`src/design/srwd_pkg.sv`:
```
// Shared types and byte codes for the slip reply word detector.
// No dependencies.
`timescale 1ns / 1ps

package srwd_pkg;

   // Reply framing codes
   localparam logic [7:0] CODE_CMD    = 8'h31;
   localparam logic [7:0] CODE_OK     = 8'h15;
   // SLIP codes
   localparam logic [7:0] SLIP_END    = 8'hC0;
   localparam logic [7:0] SLIP_ESC    = 8'hDB;
   localparam logic [7:0] SLIP_ESCEND = 8'hDC;
   localparam logic [7:0] SLIP_ESCESC = 8'hDD;

   // Bytes needed in the window for a full reply
   localparam logic [2:0] WIN_BYTES = 3'd6;

   // One classified beat passed from the front to the back
   typedef struct packed {
      logic       feed;   // byte goes to the matcher
      logic [7:0] data;   // decoded byte
      logic       last;   // end of receive run
   } srwd_entry_type;

   // Queue status seen by the back
   typedef struct packed {
      logic not_empty;
      logic full;
   } srwd_qstat_type;

endpackage

```
`src/design/srwd_if.sv`:
```
// Handshake channel interfaces for the slip reply word detector.
// Request bytes, result words and the mode register write channel.
`timescale 1ns / 1ps

interface srwd_req_if;
   logic       valid;
   logic       ready;
   logic [7:0] rx_byte;
   logic       last_byte;
   modport source (output valid, rx_byte, last_byte, input ready);
   modport sink   (input valid, rx_byte, last_byte, output ready);
endinterface

interface srwd_rsp_if;
   logic        valid;
   logic        ready;
   logic        found;
   logic [31:0] reply_word;
   modport source (output valid, found, reply_word, input ready);
   modport sink   (input valid, found, reply_word, output ready);
endinterface

interface srwd_csr_if;
   logic valid;
   logic ready;
   logic slip_mode;
   modport source (output valid, slip_mode, input ready);
   modport sink   (input valid, slip_mode, output ready);
endinterface

```
`src/design/srwd_front.sv`:
```
// Front end: accepts request beats, holds the mode register, decodes SLIP
// framing and pushes one classified entry per beat. Uses srwd_pkg, srwd_if.
`timescale 1ns / 1ps

module srwd_front import srwd_pkg::*; #(
   parameter int DECODED_CAP = 32
) (
   input  logic            clock,
   input  logic            reset,
   srwd_req_if.sink        req_if,
   srwd_csr_if.sink        csr_if,
   input  srwd_qstat_type  q_stat,
   output logic            push,
   output srwd_entry_type  push_entry
);

   localparam int CNT_W = $clog2(DECODED_CAP + 1);
   localparam logic [CNT_W-1:0] CAP = CNT_W'(DECODED_CAP);

   logic             slip_mode_ff, slip_mode_in;
   logic             started_ff, started_in;
   logic             escape_ff, escape_in;
   logic             closed_ff, closed_in;
   logic [CNT_W-1:0] count_ff, count_in;
   logic             accept;
   logic             feed;
   logic [7:0]       data;

   // Mode register: always writable
   assign csr_if.ready = 1'b1;
   assign slip_mode_in = (csr_if.valid) ? csr_if.slip_mode : slip_mode_ff;

   assign req_if.ready = !q_stat.full;
   assign accept       = req_if.valid && req_if.ready;

   // SLIP decode of the incoming beat
   always_comb begin
      started_in = started_ff;
      escape_in  = escape_ff;
      closed_in  = closed_ff;
      count_in   = count_ff;
      feed       = 1'b0;
      data       = req_if.rx_byte;
      if (!closed_ff) begin
         if (!slip_mode_ff) begin
            feed = 1'b1;
         end else if (req_if.rx_byte == SLIP_END) begin
            if (started_ff && (count_ff != '0)) begin
               closed_in = 1'b1;
            end else begin
               started_in = 1'b1;
            end
         end else if (started_ff) begin
            if (escape_ff) begin
               if (req_if.rx_byte == SLIP_ESCEND) begin
                  data = SLIP_END;
               end else if (req_if.rx_byte == SLIP_ESCESC) begin
                  data = SLIP_ESC;
               end
               escape_in = 1'b0;
               feed      = 1'b1;
            end else if (req_if.rx_byte == SLIP_ESC) begin
               escape_in = 1'b1;
            end else begin
               feed = 1'b1;
            end
            // keep only the first DECODED_CAP decoded bytes
            if (feed) begin
               if (count_ff < CAP) begin
                  count_in = count_ff + 1'b1;
               end else begin
                  feed = 1'b0;
               end
            end
         end
      end
      // run ends: clear frame state
      if (req_if.last_byte) begin
         started_in = 1'b0;
         escape_in  = 1'b0;
         closed_in  = 1'b0;
         count_in   = '0;
      end
   end

   assign push            = accept;
   assign push_entry.feed = feed;
   assign push_entry.data = data;
   assign push_entry.last = req_if.last_byte;

   always_ff @(posedge clock) begin
      if (reset) begin
         slip_mode_ff <= 1'b0;
         started_ff   <= 1'b0;
         escape_ff    <= 1'b0;
         closed_ff    <= 1'b0;
         count_ff     <= '0;
      end else begin
         slip_mode_ff <= slip_mode_in;
         if (accept) begin
            started_ff <= started_in;
            escape_ff  <= escape_in;
            closed_ff  <= closed_in;
            count_ff   <= count_in;
         end
      end
   end

endmodule

```
`src/design/srwd_queue.sv`:
```
// Two-entry queue between the front and back ends.
// Uses srwd_pkg for the entry and status types.
`timescale 1ns / 1ps

module srwd_queue import srwd_pkg::*; (
   input  logic           clock,
   input  logic           reset,
   input  logic           push,
   input  srwd_entry_type push_entry,
   input  logic           pop,
   output srwd_qstat_type q_stat,
   output srwd_entry_type pop_entry
);

   srwd_entry_type mem_ff [2];
   logic [1:0]     count_ff, count_in;
   logic           wr_ptr_ff, rd_ptr_ff;
   logic           do_push, do_pop;

   assign q_stat.not_empty = (count_ff != 2'd0);
   assign q_stat.full      = (count_ff == 2'd2);
   assign do_push          = push && !q_stat.full;
   assign do_pop           = pop && q_stat.not_empty;
   assign pop_entry        = mem_ff[rd_ptr_ff];

   // occupancy
   always_comb begin
      count_in = count_ff;
      if (do_push && !do_pop) begin
         count_in = count_ff + 2'd1;
      end else if (do_pop && !do_push) begin
         count_in = count_ff - 2'd1;
      end
   end

   always_ff @(posedge clock) begin
      if (reset) begin
         count_ff  <= 2'd0;
         wr_ptr_ff <= 1'b0;
         rd_ptr_ff <= 1'b0;
      end else begin
         count_ff <= count_in;
         if (do_push) wr_ptr_ff <= !wr_ptr_ff;
         if (do_pop)  rd_ptr_ff <= !rd_ptr_ff;
      end
   end

   // storage, no reset
   always_ff @(posedge clock) begin
      if (do_push) mem_ff[wr_ptr_ff] <= push_entry;
   end

endmodule

```
`src/design/srwd_back.sv`:
```
// Back end: six-byte match window, result tracking and the output register.
// Uses srwd_pkg and srwd_rsp_if.
`timescale 1ns / 1ps

module srwd_back import srwd_pkg::*; (
   input  logic           clock,
   input  logic           reset,
   input  srwd_qstat_type q_stat,
   input  srwd_entry_type pop_entry,
   output logic           pop,
   srwd_rsp_if.source     rsp_if
);

   logic [47:0] window_ff, window_in;
   logic [2:0]  fill_ff, fill_in;
   logic        given_ff, given_in;
   logic        rsp_valid_ff;
   logic        found_ff, found_in;
   logic [31:0] word_ff, word_in;
   logic        produce;

   // take an entry whenever the output slot is free or draining
   assign pop = q_stat.not_empty && (!rsp_valid_ff || rsp_if.ready);

   always_comb begin
      window_in = window_ff;
      fill_in   = fill_ff;
      given_in  = given_ff;
      produce   = 1'b0;
      found_in  = 1'b0;
      word_in   = '0;
      if (!given_ff && pop_entry.feed) begin
         window_in = {window_ff[39:0], pop_entry.data};
         if (fill_ff < WIN_BYTES) fill_in = fill_ff + 3'd1;
         if ((fill_in == WIN_BYTES) && (window_in[47:40] == CODE_CMD) &&
             (window_in[7:0] == CODE_OK)) begin
            produce  = 1'b1;
            found_in = 1'b1;
            word_in  = {window_in[15:8], window_in[23:16],
                        window_in[31:24], window_in[39:32]};
            given_in = 1'b1;
         end
      end
      // run ended without a match
      if (!produce && pop_entry.last && !given_ff) begin
         produce = 1'b1;
      end
      if (pop_entry.last) begin
         window_in = '0;
         fill_in   = '0;
         given_in  = 1'b0;
      end
   end

   assign rsp_if.valid      = rsp_valid_ff;
   assign rsp_if.found      = found_ff;
   assign rsp_if.reply_word = word_ff;

   always_ff @(posedge clock) begin
      if (reset) begin
         window_ff    <= '0;
         fill_ff      <= '0;
         given_ff     <= 1'b0;
         rsp_valid_ff <= 1'b0;
      end else begin
         if (pop) begin
            window_ff <= window_in;
            fill_ff   <= fill_in;
            given_ff  <= given_in;
         end
         if (pop && produce) begin
            rsp_valid_ff <= 1'b1;
         end else if (rsp_if.ready) begin
            rsp_valid_ff <= 1'b0;
         end
      end
   end

   // result payload
   always_ff @(posedge clock) begin
      if (pop && produce) begin
         found_ff <= found_in;
         word_ff  <= word_in;
      end
   end

endmodule

```
`src/design/slip_reply_word_detector.sv`:
```
// A taken beat is written into the queue, then its result into the output
// register. One byte per cycle while the output is not stalled; the two-entry
// queue and output register let input and output stall independently.
// Reset (synchronous, active high) clears the mode register to raw, the frame
// and match state, the queue and the output valid.
`timescale 1ns / 1ps

module slip_reply_word_detector import srwd_pkg::*; #(
   parameter int DECODED_CAP = 32
) (
   input  logic        clock,
   input  logic        reset,
   srwd_req_if.sink    req_if,
   srwd_rsp_if.source  rsp_if,
   srwd_csr_if.sink    csr_if
);

   srwd_qstat_type q_stat;
   srwd_entry_type push_entry, pop_entry;
   logic           push, pop;

   // decode and classify
   srwd_front #(.DECODED_CAP(DECODED_CAP)) u_front (
      .clock      (clock),
      .reset      (reset),
      .req_if     (req_if),
      .csr_if     (csr_if),
      .q_stat     (q_stat),
      .push       (push),
      .push_entry (push_entry)
   );

   srwd_queue u_queue (
      .clock      (clock),
      .reset      (reset),
      .push       (push),
      .push_entry (push_entry),
      .pop        (pop),
      .q_stat     (q_stat),
      .pop_entry  (pop_entry)
   );

   // match and respond
   srwd_back u_back (
      .clock     (clock),
      .reset     (reset),
      .q_stat    (q_stat),
      .pop_entry (pop_entry),
      .pop       (pop),
      .rsp_if    (rsp_if)
   );

endmodule

```
`src/flat_wrapper.sv`:
```
// flat-port wrapper written by rule: the top's interface ports become plain ports
module slip_reply_word_detector_flat import srwd_pkg::*;
#(
   parameter int DECODED_CAP = 32
)
  (clock, reset, req_if_valid, req_if_rx_byte, req_if_last_byte, req_if_ready, rsp_if_valid, rsp_if_found, rsp_if_reply_word, rsp_if_ready, csr_if_valid, csr_if_slip_mode, csr_if_ready);
  srwd_req_if req_if_i ();
  srwd_rsp_if rsp_if_i ();
  srwd_csr_if csr_if_i ();
  input  logic clock;
  input  logic reset;
  input wire logic [$bits(req_if_i.valid)-1:0] req_if_valid;
  input wire logic [$bits(req_if_i.rx_byte)-1:0] req_if_rx_byte;
  input wire logic [$bits(req_if_i.last_byte)-1:0] req_if_last_byte;
  output wire logic [$bits(req_if_i.ready)-1:0] req_if_ready;
  output wire logic [$bits(rsp_if_i.valid)-1:0] rsp_if_valid;
  output wire logic [$bits(rsp_if_i.found)-1:0] rsp_if_found;
  output wire logic [$bits(rsp_if_i.reply_word)-1:0] rsp_if_reply_word;
  input wire logic [$bits(rsp_if_i.ready)-1:0] rsp_if_ready;
  input wire logic [$bits(csr_if_i.valid)-1:0] csr_if_valid;
  input wire logic [$bits(csr_if_i.slip_mode)-1:0] csr_if_slip_mode;
  output wire logic [$bits(csr_if_i.ready)-1:0] csr_if_ready;
  assign req_if_i.valid = req_if_valid;
  assign req_if_i.rx_byte = req_if_rx_byte;
  assign req_if_i.last_byte = req_if_last_byte;
  assign req_if_ready = req_if_i.ready;
  assign rsp_if_valid = rsp_if_i.valid;
  assign rsp_if_found = rsp_if_i.found;
  assign rsp_if_reply_word = rsp_if_i.reply_word;
  assign rsp_if_i.ready = rsp_if_ready;
  assign csr_if_i.valid = csr_if_valid;
  assign csr_if_i.slip_mode = csr_if_slip_mode;
  assign csr_if_ready = csr_if_i.ready;
  slip_reply_word_detector #(.DECODED_CAP(DECODED_CAP)) u_core (.clock(clock), .reset(reset), .req_if(req_if_i), .rsp_if(rsp_if_i), .csr_if(csr_if_i));
endmodule
```
`config.mk`:
```
export PLATFORM = sky130hd
export DESIGN_NAME = slip_reply_word_detector_flat
export DESIGN_NICKNAME = d
export VERILOG_FILES = /design/src/design/srwd_pkg.sv /design/src/design/srwd_if.sv /design/src/design/srwd_front.sv /design/src/design/srwd_queue.sv /design/src/design/srwd_back.sv /design/src/design/slip_reply_word_detector.sv /design/src/flat_wrapper.sv
export SDC_FILE = /design/constraint.sdc
export NUM_CORES = 1
export LEC_CHECK = 0
export BUFFER_PORTS_ARGS = -buffer_cell sky130_fd_sc_hd__buf_2
export CORE_ASPECT_RATIO = 1.1
export CORE_UTILIZATION = 54
export CTS_BUF_LIST = sky130_fd_sc_hd__clkbuf_2 sky130_fd_sc_hd__clkbuf_4 sky130_fd_sc_hd__clkbuf_8
export DETAILED_ROUTE_END_ITERATION = 7
export PLACE_DENSITY_LB_ADDON = 0.08
export SLEW_MARGIN = 15
export SYNTH_ARGS = -nofsm -noshare
export SYNTH_HDL_FRONTEND = slang
export SYNTH_HIERARCHICAL = 1
export SYNTH_SLANG_ARGS = --single-unit
```
`constraint.sdc`:
```
create_clock -name clock -period 2.95 [get_ports clock]
set_clock_uncertainty 0.2 [all_clocks]
set_input_delay 0.1475 -clock clock [delete_from_list [all_inputs] [get_ports clock]]
set_output_delay 0.1475 -clock clock [all_outputs]
set_load 0.1 [all_outputs]
```
======== Yosys cells after proc, flatten, opt, wreduce, memory -nomap -nowiden ========
Memory sizes are Yosys's and may differ from the RTL's. A register that Yosys moved wholly into a read port is not among the register bits.
Index checks and enable logic that the tools add are counted.
cells by class
  $add $sub $neg .......................... 4
  $lt $le $gt $ge ......................... 2
  equality and inequality tests ........... 11
  muxes and demuxes ....................... 63
  reduce and logical (&&, ||, !) cells .... 39
operators by type and width
  operator             number
  $mux 40              2
  $mux 8               7
  $mux 6               7
  $mux 1               41
  $eq 8x8->1 const B   4
  $reduce_bool 2->1    10
  $logic_and 1x1->1    13
  $mux 3               4
  $reduce_and 5->1     2
  $eq 8x5->1 const B   1
  $eq 8x6->1 const B   1
  $logic_not 1->1      8
  $reduce_and 7->1     1
  $add 6x1->6 const B  1
  $lt 6x6->1 const B   1
  $ne 2x2->1 const B   3
  $reduce_bool 6->1    1
  $mux 2               2
  $reduce_and 2->1     2
  $add 3x1->3 const B  1
  $eq 3x3->1 const B   1
  $lt 3x3->1 const B   1
  $reduce_and 3->1     1
  $add 2x1->2 const B  1
  3 further kinds      3
word-level totals
  register bits after elaboration ......... 92
  bits in writable memories ............... 20
  input bits .............................. 15
  output and inout bits ................... 36
  logic and storage cells ................. 134
  memories ................................ 1
memories
  name                   words  bits a word  rd ports  clocked after Yosys merged registers in  write ports  RTL line          text
  u_core.u_queue.mem_ff  2      10           1         1                                        1            srwd_queue.sv:15  srwd_entry_type mem_ff [2];

======== Longest topological paths before layout ========
Gate-level depths: netlist of the first run.
  word-level depth ........................ 14
  depth in mapped cells ................... 9
  depth with buffers taken out ............ 8

======== Modules after synthesis ========
The synthesis of the first run kept the hierarchy.
by module, submodules not included
  module      times used  cells an instance  area each (µm²)  sequential area each (µm²)
  srwd_back   1           250                2924.1           1891.8
  srwd_queue  1           56                 938.4            700.7
  srwd_front  1           92                 726.9            200.2

======== Worst setup path before layout of the first run ========
OpenSTA, ideal clock, no wires.
  kind .................................... flip-flop to flip-flop
  start ................................... reg (tool-made name)
  end ..................................... reg u_core.u_back.found_ff (netlist: u_core/u_back/rsp_if.found) (enable)
  setup time .............................. 392 ps
  data arrival time ....................... 2555 ps
  required time ........................... 2358 ps
  path slack .............................. -198 ps
  stages on the path, launching flop included .. 8
  path buffers ............................ 2
  clock period less this slack ............ 3148 ps
  cells stage by stage .................... dfxtp_1 > buf_2 > mux2_2 > nor4b_1 > o2111a_1 > and4b_4 > buf_6 > o21a_1
RTL lines
  item                  RTL line         text
  to (signal assigned)  srwd_back.sv:82  found_ff <= found_in;
  to (decl)             srwd_back.sv:18  logic found_ff, found_in;

==> reports/results.ini, run 1 <==
[outcome]
status = complete, no violations

[die]
fp.dieW_um = 89.9
dieArea_um2 = 8870
design.core.area_um2 = 8080
num_rows = 34
ioPinCount = 51
start_util = 0.568
dieHeight_um = 98.7

[global_route]
grt_pass1_wl_mm = 13.4
grt_max_degree = 46
overflow = 0
grt_pass1_vias = 2858
antenna_found_initial = 0
grt_use_total = 0.195

[worst_setup_path]
path_class = register to register
path_cells = mux2_2 > nor4bb_1 > o2111a_1 > and4b_4 > o21a_2 > buf_12
end_kind = register
cp_slowest_cell = dfxtp_1
cp.arrival_ns = 2.62
cp_max_fo = 33
crit_path_start_kind = register
worstPathRequired_ns = 2.86
cp_slowest_stage_delay_ns = 0.53
cp_top_family = simple AND/OR/NAND/NOR gates
worst_r2r_path_depth = 6
reg2reg_slack_ns = 0.24
r2r_end = u_core/u_back/rsp_if.reply_word[29]$_SDFFCE_PN0P_
worst-path-buf-inv = 1

[synth]
synth_area_leaders = edfxtp_1, dfxtp_1, a22oi_1
seq_area_frac_synth = 0.609
syn-cell-area_um2 = 4590
synth_common_cells = dfxtp_1, edfxtp_1, nor2_1
yosys_most_used_dff = dfxtp_1
synth-seq-cells = 113
synth-async-reset-ratio = 0
synth_warnings = 6
synth_top_cell_by_area = edfxtp_1
synth_cell_types = 52
yosysMostFrequentCell = dfxtp_1
synthCells = 398
synth_area_per_cell_um2 = 11.5
synth_top_area_frac = 0.347
synth_edf_count = 53
synth_fp_nets = 417

[finish]
final_util = 0.680
layout.nets = 479
drive_gt1_frac = 0.226
area_delta_synth_final_pct = 19.8
antenna_cells = 0

[route]
vias = 3178
drcViolationCount = 0
firstDrtPassIters = 5
vias_per_cell = 5.47
final_antenna_net_count = 0
drt-initial-drc-count = 187
wl_per_cell_um = 14.5
routed_wl_mm = 8.43

[clock_tree]
cts_tree = done
cts_made_buffers = 17
root_buffer = clkbuf_8
cts_buffer_depth = 2
clk_pin_slew_ns = 0.07
cts_sinks = 113
clk_latency_ns = 0.41
h-tree-depth = 4
post_cts_buffers = 0

[power_and_ir_drop]
pwr_density_cell_nw_per_um2 = 1000
cellLeakagePower_nw = 2.05
vdd_drop_max_mv = 0.499

[min_path]
min_path_cells = 5
min_from = req_if_valid
hp-class = input port to register
hold_end = u_core/u_front/closed_ff$_SDFFE_PP0P_

[timing]
layout_setup_ws_ns = 0.236
max_freq_ghz = 0.368
worstMarginPinSlew_ns = 0.609
setup_viol = 0
setup_tns_ns = 0
slew_viol_final = 0
finalHoldViolCount = 0
finalCritPeriodShare = 0.920
slew_headroom = 0.591
fin_crit_ns = 2.71
holdWs_ns = 0.132
rsz0062_at_grt = false

[place]
place_ws_ns = 0.292
gp_congestion = 0.789
dpl.hpwl_mm = 5.50
portBuffers = 49

[flow_run]
maxCapViolCount = 0

-- worst max-delay path by stage --
| stage | end | start | cells past startpoint |
|---|---|---|---|
| floorplan | u_core/u_back/rsp_if.found$_DFFE_PP_ | register | 7 |
| global placement | u_core/u_back/rsp_if.reply_word[24]$_SDFFCE_PN0P_ | register | 6 |
| detailed placement | u_core/u_back/rsp_if.reply_word[25]$_SDFFCE_PN0P_ | register | 6 |
| CTS | u_core/u_back/rsp_if.reply_word[29]$_SDFFCE_PN0P_ | register | 6 |
| global route | u_core/u_back/rsp_if.reply_word[15]$_SDFFCE_PN0P_ | register | 6 |
| finish | u_core/u_back/rsp_if.reply_word[29]$_SDFFCE_PN0P_ | register | 6 |
-- where the power goes --
group / leakage [nW] / internal (W) / switching, W
clock network: 0.221 / 0.000944 / 0.000644
logic: 0.843 / 0.000389 / 0.00150
registers: 0.984 / 0.00193 / 0.000106
total: 2.05 / 0.00326 / 0.00225
-- cells by family after synthesis --
| logic type | after synthesis | synth area share |
|---|---|---|
| simple gates | 154 | 0.190 |
| flops | 113 | 0.609 |
| compound gates | 73 | 0.111 |
| buf+inv | 36 | 0.0398 |
| mux | 14 | 0.0333 |
| fa+ha+maj | 4 | 0.0109 |
| xor+xnor | 3 | 0.00573 |
| other cells | 1 | 0.000817 |
-- layer usage --
layer	global-route usage	wire, µm
met5	0	0
met4	0.0931	59
met3	0.0478	311
met2	0.346	4460
met1	0.223	3600
-- worst min-delay path: cells and delay by family --
kind | cells | cell delay (ns)
AOI/OAI and AO/OA | 1 | 0.08
buffers and inverters | 2 | 0.22
and+or+nand+nor | 2 | 0.23
-- layout make-up --
cell class | count | area [µm²]
Clock buffer | 18 | 241
Clock inverter | 14 | 206
Fill cell | 615 | 2580
Inverter | 9 | 33.8
Multi-Input combinational cell | 249 | 1620
Sequential cell | 113 | 2790
Tap cell | 108 | 135
Timing Repair Buffer | 70 | 475
-- cells in the final DEF, fill, tap and decap left out, drive strengths merged, types with 6 or more instances in the layout --
cell type    instances
nor2                48
nand2               12
nor2b               10
dfxtp               60
nand4                6
inv                 11
clkbuf              18
buf                 56
clkinv               7
a21oi               13
edfxtp              53
dlygate4sd3         14
and2                36
mux2                10
a22oi               40
nand2b               6
-- flip-flops by register name, indices dropped and copies added, names as in the netlist, named ones only --
register                         flops
u_core/u_back/fill_ff                3
u_core/u_back/given_ff               1
u_core/u_back/rsp_if.found           1
u_core/u_back/rsp_if.reply_word     32
u_core/u_back/rsp_if.valid           1
u_core/u_back/window_ff             40
u_core/u_front/closed_ff             1
u_core/u_front/count_ff              6
u_core/u_front/escape_ff             1
u_core/u_front/slip_mode_ff          1
u_core/u_front/started_ff            1
u_core/u_queue/count_ff              2
u_core/u_queue/mem_ff               20
u_core/u_queue/rd_ptr_ff             1
u_core/u_queue/wr_ptr_ff             1
-- per-stage QoR --
stage / instance area, µm² / total power [W] / cells
final: 5500 / 0.00550 / 581
after global routing: 5500 / 0.00571 / 581
after CTS: 5500 / 0.00554 / 581
after detailed placement: 4910 / 0.00394 / 535
after global placement: 4910 / 0.00392 / 535
after floorplan: 4590 / 0.00359 / 398
-- what timing repair did --
action                                 in CTS  in global routing
hold buffers                               14                  0
gates resized for setup                     0                  0
endpoints found under the hold margin      31                  0
(Power assumes the default switching activity.)
==> run 2: changes to the inputs <==
ABC_AREA = 1   (was not set)
CELL_PAD_IN_SITES_DETAIL_PLACEMENT = 0   (was not set)
CELL_PAD_IN_SITES_GLOBAL_PLACEMENT = 1   (was not set)
CORE_MARGIN = 4   (was not set)
CORE_UTILIZATION = 42   (was 54)
==> run 2 against run 1 <==
Register-to-register slack gained 0.42 ns; critical path depth is 2 higher; sequential share of layout area fell by 3.9 points; worst hold slack got worse by 0.087 ns; synthesized cell count rose by 36%.
==> reports/results.ini, run 2 <==
[outcome]
status = complete, no violations

[clock_tree]
clk_latency_ns = 0.42
post_cts_buffers = 0
cts_sinks = 113
cts_hold_buf = 14
cts_made_buffers = 17
ctsResizeCount = 0
h-tree-depth = 4
cts_tree = done
root_buffer = clkbuf_8
clk_pin_slew_ns = 0.07
cts_buffer_depth = 2

[worst_setup_path]
path_class = register to register
crit_path_start_kind = register
reg2reg_slack_ns = 0.66
endpoint = u_core/u_back/fill_ff[0]$_SDFFE_PP0P_
cp_max_fo = 17
cp.arrival_ns = 2.44
worst_r2r_path_depth = 8
end_kind = register
worstPathRequired_ns = 3.10
r2r_end = u_core/u_back/fill_ff[0]$_SDFFE_PP0P_

[finish]
drive_gt1_frac = 0.264
fillers = 1119
final_cell_mix = nand2_1, inv_1, dfxtp_1
antenna_cells = 0
largest_reg_flops = 40
layout_commonest_cell = nand2_1
layout.nets = 628
regMostFlops = u_core/u_back/window_ff
area_delta_synth_final_pct = 19.8

[flow_run]
maxCapViolCount = 0

[power_and_ir_drop]
p_int_w = 0.00347
pwr_density_cell_nw_per_um2 = 967
p_comb_frac = 0.343
p_switching_w = 0.00229
cellLeakagePower_nw = 2.18
sw_frac_of_total = 0.398
vdd_drop_max_mv = 0.441
power_w = 0.00577
pwr-share-seq = 0.353
clock_power_share = 0.304

[synth]
seq_area_frac_synth = 0.561
synth_top_cell_by_area = edfxtp_1
synthCells = 541
synth_top_area_frac = 0.320
synth_area_per_cell_um2 = 9.20
synth-seq-cells = 113
synth_area_leaders = edfxtp_1, dfxtp_1, nand2_1
synth_cell_types = 34
synth_common_cells = nand2_1, inv_1, dfxtp_1
synth_warnings = 6
synth_fp_nets = 560
synth_edf_count = 53
syn-cell-area_um2 = 4980
yosys_most_used_dff = dfxtp_1
yosysMostFrequentCell = nand2_1
synth-async-reset-ratio = 0

[route]
wl_per_cell_um = 12.4
firstDrtPassIters = 4
drcViolationCount = 0
final_antenna_net_count = 0
routed_wl_mm = 9.59
vias = 3558
drt-initial-drc-count = 126
vias_per_cell = 4.61

[global_route]
grt_pass1_vias = 3448
grt_pass1_wl_mm = 16.1
antenna_found_initial = 0
overflow = 0
grt_max_degree = 44
grt_use_total = 0.150

[die]
num_rows = 41
ioPinCount = 51
dieHeight_um = 122
dieArea_um2 = 13700
fp.dieW_um = 112
start_util = 0.431
design.core.area_um2 = 11500

[timing]
setup_viol = 0
finalCritPeriodShare = 0.778
max_freq_ghz = 0.436
finalHoldViolCount = 0
setup_tns_ns = 0
rsz0062_at_grt = false
slew_viol_final = 0
fin_crit_ns = 2.29

[place]
portBuffers = 49
gp_congestion = 0.804
dpl.hpwl_mm = 6.68

[min_path]
hp-class = input port to register

## run 2: cell count changes after synthesis, sizes merged, moves of 4 or more
cell / before / now
a21oi: 13 / 56
nor2b: 10 / 0
a31oi: 4 / 0
nand2: 12 / 131
inv: 9 / 76
mux2i: 4 / 0
a22oi: 40 / 0
nand3b: 5 / 1
nor2: 48 / 81
nand2b: 6 / 0
nand3: 5 / 19
and2: 36 / 0
## run 2: worst max-delay path, cell delays in order, from the launching register on
cell     delay, ns
dfxtp_1       0.57
mux2_2        0.23
inv_1         0.03
nor2_1        0.23
nand2_2       0.11
nor2_4        0.33
buf_4         0.29
nand3_1       0.09
a21oi_1       0.13
## run 2: worst min path at each step
stage	endpoint	startpoint	depth (start not counted)	slack, ns
finish	u_core/u_front/count_ff[1]$_SDFFE_PP0P_	req_if_valid	5	0.05
global route	u_core/u_front/count_ff[1]$_SDFFE_PP0P_	req_if_valid	5	0.05
detailed placement	u_core/u_queue/mem_ff[1][7]$_DFFE_PP_	req_if_rx_byte[6]	1	0.17
CTS	u_core/u_front/count_ff[1]$_SDFFE_PP0P_	req_if_valid	5	0.03
floorplan	u_core/u_front/count_ff[1]$_SDFFE_PP0P_	reset	1	0.02
global placement	u_core/u_queue/mem_ff[1][7]$_DFFE_PP_	req_if_rx_byte[6]	1	0.17
## run 2: area by class of cell
cell class | count | area (µm²) | area share
Tap cell | 150 | 188 | 0.0315
Multi-Input combinational cell | 328 | 1740 | 0.292
Clock buffer | 22 | 278 | 0.0466
Timing Repair Buffer | 73 | 473 | 0.0793
Clock inverter | 10 | 205 | 0.0344
Inverter | 76 | 285 | 0.0478
Sequential cell | 113 | 2790 | 0.468
## run 2: metrics by stage
stage | util | instance area [µm²] | hold WS (ns) | cells | setup slack, ns
floorplan | - | 4980 | 0.0166 | 541 | 0.355
global route | 0.517 | 5960 | 0.0526 | 772 | 0.405
detailed placement | 0.463 | 5340 | 0.169 | 726 | 0.621
finish | 0.517 | 5960 | 0.0451 | 772 | 0.656
global placement | 0.463 | 5340 | 0.167 | 726 | 0.692
CTS | 0.517 | 5960 | 0.0291 | 772 | 0.599
## run 2: per-layer routing
metal	routed length (µm)	track usage
met1	3960	0.163
met2	5020	0.276
met3	416	0.0363
met4	189	0.0700
met5	0	0
## run 2: power groups by stage
stage          clock, W  sequential, W  combinational (W)
6_report        0.00175        0.00203            0.00198
5_1_grt         0.00185        0.00206            0.00211
4_1_cts         0.00180        0.00204            0.00201
3_5_place_dp          0        0.00207            0.00199
3_3_place_gp          0        0.00206            0.00197
2_1_floorplan         0        0.00292           0.000795
## run 2: kinds of logic after synthesis
kind of cell / share of synthesized area
AO/OA/AOI/OAI: 0.0706
flip-flops: 0.561
XOR/XNOR: 0.00704
AND/OR/NAND/NOR: 0.239
multiplexers: 0.0226
other: 0.000753
buffers and inverters: 0.0890
adder cells (fa/ha/maj): 0.0101
==> run 3: changes to the inputs <==
CORE_UTILIZATION = 47   (was 42)
clock period = 2.2 ns   (was 2.95 ns; I/O delays follow)
==> run 3 against run 2 <==
First-iteration DRC count increased by 7.9%; critical path depth is the same; critical endpoint is now u_core/u_back/rsp_if.reply_word[20]$_SDFFCE_PN0P_; flip-flop and latch count is the same; global-route usage rose by 1.8 points; combinational power is 47% higher; critical path type unchanged; highest routed layer unchanged; setup slack lost 0.55 ns; register-to-register slack worse by 0.55 ns; cell area grew 2.3%; wire length down 0.97%; largest cell class unchanged.
==> reports/results.ini, run 3 (same netlist as run 2, synthesis figures left out) <==
[clock_tree]
root_buffer = clkbuf_8
cts_sinks = 113
post_cts_buffers = 0
cts_buffer_depth = 2
cts_tree = done
clk_latency_ns = 0.42
cts_made_buffers = 17
h-tree-depth = 4
clk_pin_slew_ns = 0.07

[timing]
slew_viol_final = 0
finalHoldViolCount = 0
layout_setup_ws_ns = 0.105
setup_viol = 0
rsz0062_at_grt = false
holdWs_ns = 0.233
max_freq_ghz = 0.477
fin_crit_ns = 2.09
setup_tns_ns = 0
finalCritPeriodShare = 0.952

[worst_setup_path]
worstPathRequired_ns = 2.15
cp.arrival_ns = 2.04
end_kind = register
path_class = register to register
crit_path_start_kind = register
cp_max_fo = 10

[die]
dieHeight_um = 116
ioPinCount = 51
design.core.area_um2 = 10400
fp.dieW_um = 106
dieArea_um2 = 12300
start_util = 0.479
num_rows = 39

[finish]
area_delta_synth_final_pct = 22.6
drive_gt1_frac = 0.280
final_cell_mix = nand2_1, inv_1, dfxtp_1
regMostFlops = u_core/u_back/window_ff
antenna_cells = 0
layout.nets = 632
largest_reg_flops = 40
layout_commonest_cell = nand2_1
fillers = 924

[power_and_ir_drop]
vdd_drop_max_mv = 0.600
pwr_density_cell_nw_per_um2 = 1290
cellLeakagePower_nw = 2.20

[place]
portBuffers = 49
place_ws_ns = 0.0775
dpl.hpwl_mm = 6.53
gp_congestion = 0.819

[global_route]
grt_pass1_wl_mm = 16.2
grt_pass1_vias = 3567
overflow = 0
grt_use_total = 0.168
antenna_found_initial = 0
grt_max_degree = 44

[route]
drcViolationCount = 0
wl_per_cell_um = 12.3
vias = 3632
final_antenna_net_count = 0
routed_wl_mm = 9.49
vias_per_cell = 4.72
firstDrtPassIters = 4
drt-initial-drc-count = 136

[flow_run]
maxCapViolCount = 0

[outcome]
status = complete, no violations

[min_path]
hp-class = input port to register
min_from = req_if_rx_byte[6]

==> run 3: final timing paths <==
path	endpoint	slack [ns]	depth (start not counted)
setup / recovery	u_core/u_back/rsp_if.reply_word[20]$_SDFFCE_PN0P_	0.11	8
hold reg to reg	u_core/u_back/window_ff[34]$_SDFFE_PP0P_	0.26	2
hold / removal	u_core/u_queue/mem_ff[1][7]$_DFFE_PP_	0.23	2
setup reg to reg	u_core/u_back/rsp_if.reply_word[20]$_SDFFCE_PN0P_	0.11	8
==> run 3: area by class of cell <==
cell class / instances / area [µm²] / area share
inverter: 76 / 289 / 0.0474
clock buffer: 19 / 262 / 0.0429
clock inverter: 13 / 206 / 0.0338
sequential: 113 / 2800 / 0.458
timing repair buffer: 77 / 588 / 0.0964
multi-input combinational: 328 / 1780 / 0.292
tap: 143 / 179 / 0.0293
==> run 3: through the flow <==
stage,utilization,cell area (µm²),total power [W],std cells
floorplan,-,5010,0.00503,541
global placement,0.523,5440,0.00560,720
detailed placement,0.523,5440,0.00563,720
CTS,0.584,6070,0.00793,768
global route,0.587,6100,0.00827,769
finish,0.587,6100,0.00788,769
==> run 3: power by group <==
part / total [W] / internal [W] / switching (W)
Combinational: 0.00292 / 0.000700 / 0.00222
Sequential: 0.00271 / 0.00259 / 0.000123
Clock: 0.00225 / 0.00141 / 0.000842
Total: 0.00788 / 0.00469 / 0.00319
==> run 3: worst max-delay path, stage by stage, from the launching register on <==
cell and delay [ns]:
dfxtp_2 0.34, buf_12 0.12, mux2_2 0.37, nor2_2 0.11
nand4_1 0.08, nor2_1 0.14, nand3_2 0.12, nand2_4 0.16
clkbuf_16 0.18
==> run 3: layer usage <==
layer	share of wire	wire, µm	up-vias	global-route usage
met5	0	0	-	0
met4	0.019	177	0	0.0786
met3	0.041	390	13	0.0457
met2	0.52	4910	70	0.304
met1	0.42	4010	1678	0.184
li1	-	-	1871	-
==> run 3: repair_timing <==
| action | in CTS | in global routing |
|---|---|---|
| setup endpoints to repair | 0 | 34 |
| hold buffers | 16 | 0 |
| gates resized for setup | 0 | 3 |
| endpoints found under the hold margin | 35 | 0 |
